`config.mk`:
```
export PLATFORM = sky130hd
export DESIGN_NAME = qpsk_burst_demodulator_unit
export DESIGN_NICKNAME = d
export VERILOG_FILES = /design/src/qbd_pkg.sv /design/src/qbd_ctrl.sv /design/src/qbd_mixer.sv /design/src/qbd_integrator.sv /design/src/qpsk_burst_demodulator_unit.sv
export SDC_FILE = /design/constraint.sdc
export NUM_CORES = 2
export LEC_CHECK = 0
export BUFFER_PORTS_ARGS = -buffer_cell sky130_fd_sc_hd__buf_4
export CAP_MARGIN = 15
export CORE_MARGIN = 2
export CORE_UTILIZATION = 65
export CTS_BUF_LIST = sky130_fd_sc_hd__clkbuf_16
export CTS_CLUSTER_DIAMETER = 40
export DETAILED_ROUTE_END_ITERATION = 10
export PLACE_DENSITY = 0.83
export SYNTH_ARGS = -nofsm -noshare
export SYNTH_HDL_FRONTEND = slang
export SYNTH_SLANG_ARGS = --single-unit
```
`constraint.sdc`:
```
create_clock -name clk -period 12.7 [get_ports clk]
set_clock_uncertainty 0.1 [all_clocks]
set_input_delay 3.175 -clock clk [delete_from_list [all_inputs] [get_ports clk]]
set_output_delay 3.175 -clock clk [all_outputs]
set_load 0.01 [all_outputs]
```
`src/qbd_pkg.sv`:
```
`timescale 1ns / 1ps
// ----------------------------------------------------------------------------
// qbd_pkg
// Shared widths, register codes, reset values and types of the QPSK burst
// demodulator.
// ----------------------------------------------------------------------------
package qbd_pkg;

	localparam int unsigned SAMPLE_W    = 12;
	localparam int unsigned DIFF_W      = SAMPLE_W + 1;
	localparam int unsigned SUM_W       = 36;
	localparam int unsigned THRESH_W    = 12;
	localparam int unsigned RUN_W       = 8;
	localparam int unsigned OFFSET_W    = 12;
	localparam int unsigned CFG_DATA_W  = 12;
	localparam int unsigned CFG_INDEX_W = 2;
	localparam int unsigned SYM_W       = 2;

	localparam logic [THRESH_W-1:0] RESET_LOW_THRESHOLD = THRESH_W'(200);
	localparam logic [RUN_W-1:0]    RESET_MIN_ZERO_RUN  = RUN_W'(100);
	localparam logic [OFFSET_W-1:0] RESET_DC_OFFSET     = OFFSET_W'(1300);

	localparam int unsigned DEF_SAMPLES_PER_SYMBOL  = 35;
	localparam int unsigned DEF_SYMBOLS_PER_MESSAGE = 4;
	localparam int unsigned DEF_PAYLOAD_DELAY       = 132;
	localparam int unsigned DEF_MESSAGE_SPAN        = 264;
	localparam int unsigned DEF_CARRIER_WIDTH       = 16;

	// 40 kHz carrier over a 100 us payload
	localparam int unsigned CARRIER_CYCLES = 4;
	localparam logic [63:0] ONE_Q30        = 64'h0000_0000_4000_0000;
	localparam logic [63:0] HALF_PI_Q30    = 64'd1686629713;

	typedef enum logic [CFG_INDEX_W-1:0] {
		REG_LOW_THRESHOLD = 2'd0,
		REG_MIN_ZERO_RUN  = 2'd1,
		REG_DC_OFFSET     = 2'd2
	} cfg_reg_t;

	typedef enum logic [1:0] {
		MODE_HUNT,
		MODE_DELAY,
		MODE_PAYLOAD,
		MODE_SPAN
	} mode_t;

	// per-sample position flags that travel with a payload sample
	typedef struct packed {
		logic             first;
		logic             eos;
		logic             last;
		logic [SYM_W-1:0] sym;
	} sym_tag_t;

endpackage

```
`src/qbd_ctrl.sv`:
```
`timescale 1ns / 1ps
// ----------------------------------------------------------------------------
// qbd_ctrl
// Configuration registers, preamble search and burst sequencing; removes the
// DC offset and registers each payload sample with its table index and tags.
// ----------------------------------------------------------------------------
module qbd_ctrl import qbd_pkg::*; #(
	parameter int unsigned SAMPLES_PER_SYMBOL  = DEF_SAMPLES_PER_SYMBOL,
	parameter int unsigned SYMBOLS_PER_MESSAGE = DEF_SYMBOLS_PER_MESSAGE,
	parameter int unsigned PAYLOAD_DELAY       = DEF_PAYLOAD_DELAY,
	parameter int unsigned MESSAGE_SPAN        = DEF_MESSAGE_SPAN
) (
	input  logic                                 clk,
	input  logic                                 arst_n,
	input  logic                                 cfg_we,
	input  logic [CFG_INDEX_W-1:0]               cfg_index,
	input  logic [CFG_DATA_W-1:0]                cfg_data,
	input  logic                                 in_valid,
	input  logic [SAMPLE_W-1:0]                  sample,
	input  logic                                 adv,
	output logic                                 v_s1,
	output logic signed [DIFF_W-1:0]             diff_s1,
	output logic [$clog2(SAMPLES_PER_SYMBOL*SYMBOLS_PER_MESSAGE)-1:0] idx_s1,
	output sym_tag_t                             tag_s1
);

	localparam int unsigned PayloadLen = SAMPLES_PER_SYMBOL * SYMBOLS_PER_MESSAGE;
	localparam int unsigned IdxW       = $clog2(PayloadLen);
	localparam int unsigned JW         = $clog2(SAMPLES_PER_SYMBOL);
	localparam int unsigned PosMaxA    = PAYLOAD_DELAY + PayloadLen;
	localparam int unsigned PosMaxB    = (MESSAGE_SPAN > 256) ? MESSAGE_SPAN : 256;
	localparam int unsigned PosMax     = (PosMaxA > PosMaxB) ? PosMaxA : PosMaxB;
	localparam int unsigned PosW       = $clog2(PosMax + 2);

	logic [THRESH_W-1:0] thr_q;
	logic [RUN_W-1:0]    mzr_q;
	logic [OFFSET_W-1:0] dc_q;

	mode_t            mode_q, mode_d;
	logic [RUN_W-1:0] sc_q, sc_d;
	logic [PosW-1:0]  pos_q, pos_d;
	logic [JW-1:0]    j_q, j_d;
	logic [SYM_W-1:0] sym_q, sym_d;

	logic            take;
	logic            silent;
	logic            pay;
	logic [IdxW-1:0] idx_d;
	sym_tag_t        tag_d;

	assign take   = in_valid & adv;
	assign silent = (sample < thr_q);

	always_ff @(posedge clk or negedge arst_n) begin
		if (!arst_n) begin
			thr_q <= RESET_LOW_THRESHOLD;
			mzr_q <= RESET_MIN_ZERO_RUN;
			dc_q  <= RESET_DC_OFFSET;
		end else if (cfg_we) begin
			unique case (cfg_index)
				REG_LOW_THRESHOLD: thr_q <= cfg_data[THRESH_W-1:0];
				REG_MIN_ZERO_RUN:  mzr_q <= cfg_data[RUN_W-1:0];
				REG_DC_OFFSET:     dc_q  <= cfg_data[OFFSET_W-1:0];
				default:           ;
			endcase
		end
	end

	always_ff @(posedge clk or negedge arst_n) begin
		if (!arst_n) begin
			mode_q <= MODE_HUNT;
			sc_q   <= '0;
			pos_q  <= '0;
			j_q    <= '0;
			sym_q  <= '0;
			v_s1   <= 1'b0;
		end else if (adv) begin
			mode_q <= mode_d;
			sc_q   <= sc_d;
			pos_q  <= pos_d;
			j_q    <= j_d;
			sym_q  <= sym_d;
			v_s1   <= pay;
		end
	end

	always_ff @(posedge clk) begin
		if (adv) begin
			diff_s1 <= $signed({1'b0, sample}) - $signed({1'b0, dc_q});
			idx_s1  <= idx_d;
			tag_s1  <= tag_d;
		end
	end

	always_comb begin
		mode_d = mode_q;
		sc_d   = sc_q;
		pos_d  = pos_q;
		j_d    = j_q;
		sym_d  = sym_q;
		pay    = 1'b0;
		idx_d  = '0;
		tag_d  = '0;
		if (take) begin
			unique case (mode_q) inside
				MODE_HUNT: begin
					if (silent) begin
						if (sc_q >= mzr_q) begin
							// offset of this sample from the start of the run
							pos_d  = PosW'(sc_q);
							sc_d   = '0;
							mode_d = MODE_DELAY;
						end else begin
							sc_d = sc_q + RUN_W'(1);
						end
					end else begin
						sc_d = '0;
					end
				end
				MODE_DELAY, MODE_SPAN: pos_d = pos_q + PosW'(1);
				default: ;
			endcase

			// a long preamble may start the payload on this very sample
			if (mode_d == MODE_DELAY && pos_d >= PosW'(PAYLOAD_DELAY)) begin
				mode_d = MODE_PAYLOAD;
				pos_d  = '0;
				j_d    = '0;
				sym_d  = '0;
			end

			if (mode_d == MODE_PAYLOAD) begin
				pay        = 1'b1;
				idx_d      = pos_d[IdxW-1:0];
				tag_d.first = (j_d == '0);
				tag_d.eos   = (j_d == JW'(SAMPLES_PER_SYMBOL - 1));
				tag_d.last  = (pos_d == PosW'(PayloadLen - 1));
				tag_d.sym   = sym_d;
				j_d   = tag_d.eos ? '0 : j_d + JW'(1);
				sym_d = tag_d.eos ? sym_d + SYM_W'(1) : sym_d;
				if (tag_d.last) begin
					// span wait is timed from the nominal start of the silent run
					mode_d = MODE_SPAN;
					pos_d  = PosW'(PAYLOAD_DELAY + PayloadLen - 1);
				end else begin
					pos_d = pos_d + PosW'(1);
				end
			end

			if (mode_d == MODE_SPAN && (pos_d + PosW'(1)) >= PosW'(MESSAGE_SPAN)) begin
				mode_d = MODE_HUNT;
				sc_d   = '0;
			end
		end
	end

	a_pos_in_payload: assert property (@(posedge clk) disable iff (!arst_n)
		(mode_q == MODE_PAYLOAD) |-> (pos_q < PosW'(PayloadLen)))
		else $error("payload position beyond carrier table");

	a_phase_in_symbol: assert property (@(posedge clk) disable iff (!arst_n)
		(mode_q == MODE_PAYLOAD) |-> (j_q <= JW'(SAMPLES_PER_SYMBOL - 1)))
		else $error("symbol phase counter out of range");

	a_burst_ends_on_symbol: assert property (@(posedge clk) disable iff (!arst_n)
		(take && mode_q == MODE_PAYLOAD && mode_d != MODE_PAYLOAD)
		|-> (j_q == JW'(SAMPLES_PER_SYMBOL - 1) && pos_q == PosW'(PayloadLen - 1)))
		else $error("burst left payload mode in mid symbol");

endmodule

```
`src/qbd_mixer.sv`:
```
`timescale 1ns / 1ps
// ----------------------------------------------------------------------------
// qbd_mixer
// Fixed cosine/sine carrier table and the two carrier multipliers; registers
// the in-phase and quadrature products of each payload sample.
// ----------------------------------------------------------------------------
module qbd_mixer import qbd_pkg::*; #(
	parameter int unsigned SAMPLES_PER_SYMBOL  = DEF_SAMPLES_PER_SYMBOL,
	parameter int unsigned SYMBOLS_PER_MESSAGE = DEF_SYMBOLS_PER_MESSAGE,
	parameter int unsigned CARRIER_WIDTH       = DEF_CARRIER_WIDTH
) (
	input  logic                                 clk,
	input  logic                                 arst_n,
	input  logic                                 adv,
	input  logic                                 v_s1,
	input  logic signed [DIFF_W-1:0]             diff_s1,
	input  logic [$clog2(SAMPLES_PER_SYMBOL*SYMBOLS_PER_MESSAGE)-1:0] idx_s1,
	input  sym_tag_t                             tag_s1,
	output logic                                 v_s2,
	output logic signed [DIFF_W+CARRIER_WIDTH-1:0] pi_s2,
	output logic signed [DIFF_W+CARRIER_WIDTH-1:0] pq_s2,
	output sym_tag_t                             tag_s2
);

	localparam int unsigned PayloadLen = SAMPLES_PER_SYMBOL * SYMBOLS_PER_MESSAGE;
	localparam int unsigned ProdW      = DIFF_W + CARRIER_WIDTH;
	localparam logic [63:0] Den        = 64'(PayloadLen - 1);
	localparam int unsigned QShift     = 30 - (CARRIER_WIDTH - 1);
	localparam longint      QRound     = longint'(64'd1 << (QShift - 1));
	localparam longint      QTop       = longint'((64'd1 << (CARRIER_WIDTH - 1)) - 64'd1);

	// round a Q30 value in [0, 1] to Q1.(CARRIER_WIDTH-1), saturating +1.0
	function automatic logic signed [CARRIER_WIDTH-1:0] quantize(input longint v);
		longint r;
		r = (v + QRound) >>> QShift;
		if (r > QTop) r = QTop;
		return CARRIER_WIDTH'(r);
	endfunction

	// cos and sin of entry p by a Q30 Taylor series, folded by quadrant
	function automatic logic [2*CARRIER_WIDTH-1:0] carrier_entry(input int unsigned p);
		logic [63:0] m, q, r, a, a2, ts, tc;
		longint ss, cs;
		logic signed [CARRIER_WIDTH-1:0] sq, cq, cos_v, sin_v;
		m  = (64'(CARRIER_CYCLES) * 64'(p)) % Den;
		q  = (64'd4 * m) / Den;
		r  = 64'd4 * m - q * Den;
		a  = (HALF_PI_Q30 * r) / Den;
		a2 = (a * a) >> 30;
		ts = a;
		tc = ONE_Q30;
		ss = longint'(a);
		cs = longint'(ONE_Q30);
		ts = ((ts * a2) >> 30) / 64'd6;   tc = ((tc * a2) >> 30) / 64'd2;
		ss = ss - longint'(ts);           cs = cs - longint'(tc);
		ts = ((ts * a2) >> 30) / 64'd20;  tc = ((tc * a2) >> 30) / 64'd12;
		ss = ss + longint'(ts);           cs = cs + longint'(tc);
		ts = ((ts * a2) >> 30) / 64'd42;  tc = ((tc * a2) >> 30) / 64'd30;
		ss = ss - longint'(ts);           cs = cs - longint'(tc);
		ts = ((ts * a2) >> 30) / 64'd72;  tc = ((tc * a2) >> 30) / 64'd56;
		ss = ss + longint'(ts);           cs = cs + longint'(tc);
		ts = ((ts * a2) >> 30) / 64'd110; tc = ((tc * a2) >> 30) / 64'd90;
		ss = ss - longint'(ts);           cs = cs - longint'(tc);
		ts = ((ts * a2) >> 30) / 64'd156; tc = ((tc * a2) >> 30) / 64'd132;
		ss = ss + longint'(ts);           cs = cs + longint'(tc);
		ts = ((ts * a2) >> 30) / 64'd210; tc = ((tc * a2) >> 30) / 64'd182;
		ss = ss - longint'(ts);           cs = cs - longint'(tc);
		ts = ((ts * a2) >> 30) / 64'd272; tc = ((tc * a2) >> 30) / 64'd240;
		ss = ss + longint'(ts);           cs = cs + longint'(tc);
		if (ss < 0) ss = 0;
		if (ss > longint'(ONE_Q30)) ss = longint'(ONE_Q30);
		if (cs < 0) cs = 0;
		if (cs > longint'(ONE_Q30)) cs = longint'(ONE_Q30);
		sq = quantize(ss);
		cq = quantize(cs);
		case (q)
			64'd0: begin
				cos_v = cq;
				sin_v = sq;
			end
			64'd1: begin
				cos_v = -sq;
				sin_v = cq;
			end
			64'd2: begin
				cos_v = -cq;
				sin_v = -sq;
			end
			default: begin
				cos_v = sq;
				sin_v = -cq;
			end
		endcase
		return {cos_v, sin_v};
	endfunction

	logic signed [CARRIER_WIDTH-1:0] cos_rom [PayloadLen];
	logic signed [CARRIER_WIDTH-1:0] sin_rom [PayloadLen];

	for (genvar gp = 0; gp < PayloadLen; gp++) begin : g_rom
		localparam logic [2*CARRIER_WIDTH-1:0] Entry = carrier_entry(gp);
		assign cos_rom[gp] = Entry[2*CARRIER_WIDTH-1:CARRIER_WIDTH];
		assign sin_rom[gp] = Entry[CARRIER_WIDTH-1:0];
	end

	logic signed [ProdW-1:0] pi_d, pq_d;

	assign pi_d = ProdW'(diff_s1) * ProdW'(cos_rom[idx_s1]);
	assign pq_d = ProdW'(diff_s1) * ProdW'(sin_rom[idx_s1]);

	always_ff @(posedge clk or negedge arst_n) begin
		if (!arst_n) begin
			v_s2 <= 1'b0;
		end else if (adv) begin
			v_s2 <= v_s1;
		end
	end

	always_ff @(posedge clk) begin
		if (adv) begin
			pi_s2  <= pi_d;
			pq_s2  <= pq_d;
			tag_s2 <= tag_s1;
		end
	end

endmodule

```
`src/qbd_integrator.sv`:
```
`timescale 1ns / 1ps
// ----------------------------------------------------------------------------
// qbd_integrator
// Trapezoid accumulation of the products over each symbol with saturation,
// and the result register that holds a decided symbol until it is taken.
// ----------------------------------------------------------------------------
module qbd_integrator import qbd_pkg::*; #(
	parameter int unsigned CARRIER_WIDTH = DEF_CARRIER_WIDTH
) (
	input  logic                                   clk,
	input  logic                                   arst_n,
	input  logic                                   v_s2,
	input  logic signed [DIFF_W+CARRIER_WIDTH-1:0] pi_s2,
	input  logic signed [DIFF_W+CARRIER_WIDTH-1:0] pq_s2,
	input  sym_tag_t                               tag_s2,
	output logic                                   adv,
	output logic                                   out_valid,
	input  logic                                   out_stall,
	output logic [1:0]                             symbol_bits,
	output logic [SYM_W-1:0]                       symbol_index,
	output logic signed [SUM_W-1:0]                in_phase_sum,
	output logic signed [SUM_W-1:0]                quadrature_sum,
	output logic                                   last_symbol
);

	localparam int unsigned ProdW   = DIFF_W + CARRIER_WIDTH;
	localparam int unsigned SumExtW = ((SUM_W > ProdW) ? SUM_W : ProdW) + 2;
	localparam logic signed [SumExtW-1:0] SumMaxExt =
		SumExtW'({1'b0, {(SUM_W-1){1'b1}}});
	localparam logic signed [SumExtW-1:0] SumMinExt = ~SumMaxExt;

	function automatic logic signed [SUM_W-1:0] sat(input logic signed [SumExtW-1:0] v);
		if (v > SumMaxExt) return SUM_W'(SumMaxExt);
		if (v < SumMinExt) return SUM_W'(SumMinExt);
		return SUM_W'(v);
	endfunction

	logic signed [SUM_W-1:0] acc_i_q, acc_q_q;
	logic signed [ProdW-1:0] prev_i_q, prev_q_q;
	logic signed [SUM_W-1:0] acc_i_d, acc_q_d;
	logic                    out_valid_q;
	logic [SYM_W-1:0]        sym_q;
	logic signed [SUM_W-1:0] isum_q, qsum_q;
	logic                    last_q;
	logic                    blocked;
	logic                    load;

	// freeze the whole pipe only when a finished symbol meets a full, stalled result
	assign blocked = v_s2 & tag_s2.eos & out_valid_q & out_stall;
	assign adv     = ~blocked;
	assign load    = adv & v_s2 & tag_s2.eos;

	always_comb begin
		if (tag_s2.first) begin
			acc_i_d = '0;
			acc_q_d = '0;
		end else begin
			acc_i_d = sat(SumExtW'(acc_i_q) + SumExtW'(prev_i_q) + SumExtW'(pi_s2));
			acc_q_d = sat(SumExtW'(acc_q_q) + SumExtW'(prev_q_q) + SumExtW'(pq_s2));
		end
	end

	always_ff @(posedge clk) begin
		if (adv && v_s2) begin
			acc_i_q  <= acc_i_d;
			acc_q_q  <= acc_q_d;
			prev_i_q <= pi_s2;
			prev_q_q <= pq_s2;
		end
		if (load) begin
			isum_q <= acc_i_d;
			qsum_q <= acc_q_d;
			sym_q  <= tag_s2.sym;
			last_q <= tag_s2.last;
		end
	end

	always_ff @(posedge clk or negedge arst_n) begin
		if (!arst_n) begin
			out_valid_q <= 1'b0;
		end else if (load) begin
			out_valid_q <= 1'b1;
		end else if (!out_stall) begin
			out_valid_q <= 1'b0;
		end
	end

	// a zero sum decides as negative
	assign symbol_bits    = {qsum_q > SUM_W'(0), isum_q > SUM_W'(0)};
	assign out_valid      = out_valid_q;
	assign symbol_index   = sym_q;
	assign in_phase_sum   = isum_q;
	assign quadrature_sum = qsum_q;
	assign last_symbol    = last_q;

	a_hold_acc_when_blocked: assert property (@(posedge clk) disable iff (!arst_n)
		blocked |=> ($stable(acc_i_q) && $stable(acc_q_q) && $stable(prev_i_q)))
		else $error("accumulator moved while pipe was frozen");

	a_symbol_start_clears: assert property (@(posedge clk) disable iff (!arst_n)
		(adv && v_s2 && tag_s2.first) |=> (acc_i_q == '0 && acc_q_q == '0))
		else $error("accumulator not cleared at symbol start");

endmodule

```
`src/qpsk_burst_demodulator_unit.sv`:
```
`timescale 1ns / 1ps
// ----------------------------------------------------------------------------
// qpsk_burst_demodulator_unit
// Burst QPSK integrate-and-dump demodulator: preamble search on a silent run,
// carrier mixing of the payload, trapezoid integration and sign decision.
// ----------------------------------------------------------------------------
// Throughput: one sample per cycle; requests are stalled only while a decided
// symbol waits in the result register and the next symbol completes.
// Path: a symbol's last sample passes the sample register, the product register
// and the result register in that order before its result is presented.
// Reset: arst_n clears the sequencer, the valid bits and restores the register
// defaults; the carrier table is constant logic and needs no clearing pass.
module qpsk_burst_demodulator_unit import qbd_pkg::*; #(
	parameter int unsigned SAMPLES_PER_SYMBOL  = DEF_SAMPLES_PER_SYMBOL,
	parameter int unsigned SYMBOLS_PER_MESSAGE = DEF_SYMBOLS_PER_MESSAGE,
	parameter int unsigned PAYLOAD_DELAY       = DEF_PAYLOAD_DELAY,
	parameter int unsigned MESSAGE_SPAN        = DEF_MESSAGE_SPAN,
	parameter int unsigned CARRIER_WIDTH       = DEF_CARRIER_WIDTH
) (
	input  logic                    clk,
	input  logic                    arst_n,
	input  logic                    cfg_we,
	input  logic [CFG_INDEX_W-1:0]  cfg_index,
	input  logic [CFG_DATA_W-1:0]   cfg_data,
	input  logic                    in_valid,
	output logic                    in_stall,
	input  logic [SAMPLE_W-1:0]     sample,
	output logic                    out_valid,
	input  logic                    out_stall,
	output logic [1:0]              symbol_bits,
	output logic [SYM_W-1:0]        symbol_index,
	output logic signed [SUM_W-1:0] in_phase_sum,
	output logic signed [SUM_W-1:0] quadrature_sum,
	output logic                    last_symbol
);

	localparam int unsigned PayloadLen = SAMPLES_PER_SYMBOL * SYMBOLS_PER_MESSAGE;
	localparam int unsigned IdxW       = $clog2(PayloadLen);
	localparam int unsigned ProdW      = DIFF_W + CARRIER_WIDTH;

	logic                    adv;
	logic                    v_s1, v_s2;
	logic signed [DIFF_W-1:0] diff_s1;
	logic [IdxW-1:0]         idx_s1;
	sym_tag_t                tag_s1, tag_s2;
	logic signed [ProdW-1:0] pi_s2, pq_s2;

	assign in_stall = ~adv;

	qbd_ctrl #(
		.SAMPLES_PER_SYMBOL  (SAMPLES_PER_SYMBOL),
		.SYMBOLS_PER_MESSAGE (SYMBOLS_PER_MESSAGE),
		.PAYLOAD_DELAY       (PAYLOAD_DELAY),
		.MESSAGE_SPAN        (MESSAGE_SPAN)
	) u_ctrl (
		.clk       (clk),
		.arst_n    (arst_n),
		.cfg_we    (cfg_we),
		.cfg_index (cfg_index),
		.cfg_data  (cfg_data),
		.in_valid  (in_valid),
		.sample    (sample),
		.adv       (adv),
		.v_s1      (v_s1),
		.diff_s1   (diff_s1),
		.idx_s1    (idx_s1),
		.tag_s1    (tag_s1)
	);

	qbd_mixer #(
		.SAMPLES_PER_SYMBOL  (SAMPLES_PER_SYMBOL),
		.SYMBOLS_PER_MESSAGE (SYMBOLS_PER_MESSAGE),
		.CARRIER_WIDTH       (CARRIER_WIDTH)
	) u_mixer (
		.clk     (clk),
		.arst_n  (arst_n),
		.adv     (adv),
		.v_s1    (v_s1),
		.diff_s1 (diff_s1),
		.idx_s1  (idx_s1),
		.tag_s1  (tag_s1),
		.v_s2    (v_s2),
		.pi_s2   (pi_s2),
		.pq_s2   (pq_s2),
		.tag_s2  (tag_s2)
	);

	qbd_integrator #(
		.CARRIER_WIDTH (CARRIER_WIDTH)
	) u_integrator (
		.clk            (clk),
		.arst_n         (arst_n),
		.v_s2           (v_s2),
		.pi_s2          (pi_s2),
		.pq_s2          (pq_s2),
		.tag_s2         (tag_s2),
		.adv            (adv),
		.out_valid      (out_valid),
		.out_stall      (out_stall),
		.symbol_bits    (symbol_bits),
		.symbol_index   (symbol_index),
		.in_phase_sum   (in_phase_sum),
		.quadrature_sum (quadrature_sum),
		.last_symbol    (last_symbol)
	);

endmodule
```
# Word level (Yosys, flattened, before mapping)
# Memory sizes are Yosys's and may differ from the RTL's.
# Cells that the tools add are included.
# totals
regBits	356
latch_bits	0
ram_bits	0
romBits	8192
inputBits	31
memories	2
# mem_list
name	words	width	rd	rd_clocked_by_memory_dff	wr	line	source
(name not given)	256	16	1	0	0	qbd_mixer.sv:109	assign pq_d = ProdW'(diff_s1) * ProdW'(sin_rom[idx_s1]);
(name not given)	256	16	1	0	0	qbd_mixer.sv:108	assign pi_d = ProdW'(diff_s1) * ProdW'(cos_rom[idx_s1]);
# classes
addsub	11
multipliers	2
n_div	0
n_lt_le_gt_ge	11
n_eq_ne	10
n_shift	0
n_mux	59
bitwise_logic	8
n_reduce_logical	14
# op_table
cell	count
$mux W36	10
$add A37 B29 Y38	2
$gt A38 B36 Y1 const B	2
$lt A38 B36 Y1 const B	2
$add A36 B29 Y37	2
$gt A36 B1 Y1 const B	2
$mux W9	8
$mux W16	4
$mul A13 B16 Y29	2
$mux W8	4
$mux W2	14
$add A9 B1 Y9 const B	3
$mux W6	4
$ge A9 B9 Y1 const B	2
$pmux W9 S2	1
$mux W1	14
$sub A12 B12 Y13	1
$lt A12 B12 Y1	1
$reduce_and A2 Y1	5
$eq A9 B8 Y1 const B	1
$ge A9 B8 Y1 const B	1
$not A8 Y9	1
$add A8 B1 Y8 const B	1
$eq A2 B2 Y1 const B	4
other kinds (14)	24

# Depth between registers and ports, before layout
# depth
ltp_word	19
mapped_depth	41
mapped_depth_nobuf	38

# By module
# A second synthesis with hierarchy kept.
# unflattened
hier_cells	4268
area_unflattened_um2	41479.8
# modules_own_cells
mod	n_inst	cells_each	area_each_um2
qbd_mixer	1	2700	23278.6
qbd_integrator	1	973	12554.5
qbd_ctrl	1	594	5642.9
qpsk_burst_demodulator_unit	1	1	3.8

# Least setup slack after synthesis
# OpenSTA, ideal clock, no wires.
# synth_timing
path_type	input to output
from	in out_stall
to	out in_stall
arrival_ns	6.476
setup_slack_ns	2.949
stages	2
n_path_buf	0
path_cell_list	nand4_1 > inv_1
# synth_via
elab_chain_cells	1
# synth_lines
item	line	source
start: declaration	qpsk_burst_demodulator_unit.sv:29	input logic out_stall,
$and A1 B1 Y1	qbd_integrator.sv:49	assign blocked = v_s2 & tag_s2.eos & out_valid_q & out_stall;
end: declaration	qpsk_burst_demodulator_unit.sv:26	output logic in_stall,
# No other way between the ends.

# Worst setup path after layout
# layout_timing
from	reg u_ctrl.idx_s1[0]
to	reg u_mixer.pq_s2[27] (data pin)
# layout_via
elab_chain_cells	5
# layout_lines
item	line	source
start: declaration	qbd_ctrl.sv:23	output logic [$clog2(SAMPLES_PER_SYMBOL*SYMBOLS_PER_MESSAGE)-1:0] idx_s1,
start signal: assignment	qbd_ctrl.sv:90	idx_s1 <= idx_d;
$not A8 Y9 (not written as such)	qbd_mixer.sv:109	
$mem_v2 Z256 W16	n/a	
$mux W16 (not written as such) (2 in series)	qbd_mixer.sv:109	
$mul A13 B16 Y29	qbd_mixer.sv:109	
via u_mixer.pq_d[27]	qbd_mixer.sv:106	logic signed [ProdW-1:0] pi_d, pq_d;
end signal: assignment	qbd_mixer.sv:122	pq_s2 <= pq_d;
end: declaration	qbd_mixer.sv:21	output logic signed [DIFF_W+CARRIER_WIDTH-1:0] pq_s2,
# The timed path passes the listed nets, and every way through them passes these cells. The select of a mux whose other input is x is not followed.
# A chain may end at the register's enable or synchronous reset.

==> impl_metrics.tcl <==
set metrics [dict create \
    outcome "finished clean" \
    synth_edf_count 294 \
    fmax_mhz 89.8 \
    path_max_fanout 22 \
    period_share_pct 87.7 \
    pin_count 110 \
    htree_num_levels 2 \
    tightest_slew_ps 1240 \
    overflow 0 \
    crit_end "u_mixer.pq_s2[27]$_DFFE_PN_" \
    grt_max_degree 179 \
    cts.clk_slew.worst_paths_ps 60 \
    r2r_setup_slack_ps 1560 \
    critPathLaunchType "flop" \
    clockBufferDepth 3 \
    yosys.area_share.simple_pct 14.4 \
    final_cell_mix "nand2_1, fa_1, inv_1, edfxtp_1, o21ai_0" \
    wl_um 118000 \
    synth.area.top_cells "fa_1, edfxtp_1, ha_1" \
    synthCells 4110 \
    synth_top_area_share_pct 23.7 \
    die_y_um 250 \
    antennaDiodeCount 0 \
    ys_async_sr_fraction_pct 17.4 \
    finalCriticalPeriod_ps 11140 \
    synth_xor_area_share_pct 2.97 \
    synth_top_family_by_area "adder cells" \
    clock_latency_ps 610 \
    core-area_sq_mm 0.0600 \
    layout-drive-gt1-share_pct 9.17 \
    wl_per_cell_um 23.8 \
    route.detailed.drc 0 \
    grt_usage_pct 38.1 \
    r2r_end "u_mixer.pq_s2[27]$_DFFE_PN_" \
    cts_tree "built" \
    ys_seq_area_share_pct 26.5 \
    synth_warnings 0 \
    cp-startpoint "u_ctrl.idx_s1[0]$_SDFFCE_PN0N_" \
    syn_to_final_growth_pct 8.71 \
    cts_setup_buffers 0 \
    timing.hold.ws_ps 319 \
    antenna_found_initial 0 \
    final_nets 4901 \
    gp_routability_congestion 1.04 \
    finalSetupTns_ps 0 \
    grt_pass1_vias 33400 \
    firstDrtPassIters 7 \
    yosysTopAreaCell "fa_1" \
    syn_area_per_cell_sq_um 9.55 \
    worstReg2RegStart "u_ctrl.idx_s1[0]$_SDFFCE_PN0N_" \
    routed_via_density 6.52 \
    grt_pass1_wl_um 186000 \
    slowest_delay_ps 970 \
    r2r_cells 34 \
    cp_common_cell "ha_1" \
    cts_buffers 51 \
    arrival_ps 11370 \
    synth-adder-area-share_pct 32.8 \
    dieArea_sq_mm 0.0624 \
    placementRows 90 \
    num_vias 32300 \
    drtIter0Drc 3287 \
    portBuffers 109 \
    critical_path_class "reg2reg" \
    die_w_um 250 \
    cts_root_buf "clkbuf_16" \
    cp_slowest_cell "ha_1" \
    synthFlopType "edfxtp_1" \
    worstPathRequired_ps 12930 \
    end_kind "flop" \
    cap_viol_max_count 0 \
    ant_nets 0 \
    hp-class "reg2reg" \
    synthMuxAreaShare_pct 1.79 \
    hold_viol 0 \
    syn-num-nets 4890 \
    drv_slew 0 \
    slew_headroom_pct 17.3 \
    synth_compound_area_share_pct 15.0 \
    ctsHoldBuffers 0 \
    ys_types 91 \
    rsz0062_at_grt "no" \
    ys_seq_elements 356 \
    syn_area_sq_mm 0.0392 \
    layout_commonest_cell "nand2_1" \
    dp_hpwl_um 84000 \
    cts_resized 0 \
    cts.sinks 356 \
    setup_viol 0 \
    initial_utilization_pct 65.4 \
]
==> Yosys cell counts, types with 46 or more instances <==
master and instances:
nand2b_1 54, nand3_1 65, dfrtp_1 52, a21o_1 51
inv_1 456, clkbuf_1 190, xor2_1 50, xnor2_1 83
nand2_1 508, nor3_1 65, o211ai_1 46, edfxtp_1 294
a211oi_1 48, fa_1 465, and2_1 126, a21oi_1 224
ha_1 284, nor2_1 220, o21ai_0 294
==> logic make-up (layout without fill, tap and decap cells) <==
group | Yosys count | count (layout)
compound gates | 930 | 930
xor+xnor | 133 | 133
fa+ha+maj | 750 | 750
buf+inv | 686 | 740
flops | 356 | 356
mux | 49 | 49
simple gates | 1206 | 1206
==> through the flow <==
step | setup WS (ps) | utilization [%] | instance area (sq um) | std cells
2_1_floorplan | 2950 | - | 39200 | 4110
3_3_place_gp | 2400 | 68.0 | 40800 | 4846
3_5_place_dp | 2140 | 68.0 | 40800 | 4846
4_1_cts | 1890 | 71.0 | 42600 | 4942
5_1_grt | 888 | 71.1 | 42700 | 4946
6_report | 1560 | 71.1 | 42700 | 4946
==> registers in the layout (all words and copies together), names as in the netlist, 2 cells and up <==
signal                       count
u_mixer.pi_s2                   29
u_ctrl.mode_q                    2
u_integrator.symbol_index        2
u_ctrl.thr_q                    12
u_ctrl.sc_q                      8
u_integrator.acc_i_q            36
u_ctrl.sym_q                     2
u_integrator.quadrature_sum     36
u_integrator.prev_i_q           29
u_ctrl.j_q                       6
u_ctrl.tag_s1                    5
u_ctrl.mzr_q                     8
u_mixer.tag_s2                   5
u_ctrl.pos_q                     9
u_integrator.prev_q_q           29
u_ctrl.diff_s1                  13
u_integrator.in_phase_sum       36
u_integrator.acc_q_q            36
u_ctrl.dc_q                     12
u_ctrl.idx_s1                    8
u_mixer.pq_s2                   29
==> worst max-delay path, delay by kind of cell, from the launching register on <==
family / cells / cell delay (ps)
mux: 1 / 330
simple gates: 5 / 1000
buf+inv: 5 / 830
xor+xnor: 1 / 80
fa+ha+maj: 9 / 3920
flops: 1 / 320
compound gates: 13 / 4240
==> final cells by class <==
type | instances | area [sq um]
flip-flops and latches | 356 | 10400
clock buffers | 53 | 1330
fillers | 4211 | 17400
clock inverters | 43 | 473
repair buffers | 185 | 1470
multi-input cells | 3068 | 26300
well taps | 782 | 978
inverters | 459 | 1720
==> how the worst min path moves through the flow <==
| stage | start | endpoint | slack [ps] | cells after the start |
|---|---|---|---|---|
| after CTS | u_ctrl.tag_s1[3]$_SDFFCE_PN0N_ | u_mixer.tag_s2[3]$_DFFE_PN_ | 320 | 0 |
| after global routing | u_ctrl.tag_s1[0]$_SDFFCE_PN0N_ | u_mixer.tag_s2[0]$_DFFE_PN_ | 320 | 0 |
| after floorplan | u_mixer.tag_s2[2]$_DFFE_PN_ | u_integrator.last_symbol$_DFFE_PP_ | 300 | 0 |
| final | u_ctrl.tag_s1[3]$_SDFFCE_PN0N_ | u_mixer.tag_s2[3]$_DFFE_PN_ | 320 | 0 |
| after global placement | u_ctrl.tag_s1[0]$_SDFFCE_PN0N_ | u_mixer.tag_s2[0]$_DFFE_PN_ | 300 | 0 |
| after detailed placement | u_ctrl.tag_s1[3]$_SDFFCE_PN0N_ | u_mixer.tag_s2[3]$_DFFE_PN_ | 300 | 0 |
==> per-layer routing <==
metal	vias to the layer above	GRT usage (%)	part of all wire, %
li1	14100	-	-
met1	15900	48.3	37
met2	1825	62.5	47
met3	451	6.32	8.8
met4	0	21.8	6.3
met5	-	0	0
Power is left out: the tool's default activity adds up to more than one toggle a clock period on the data nets, which glitch-free logic cannot reach.
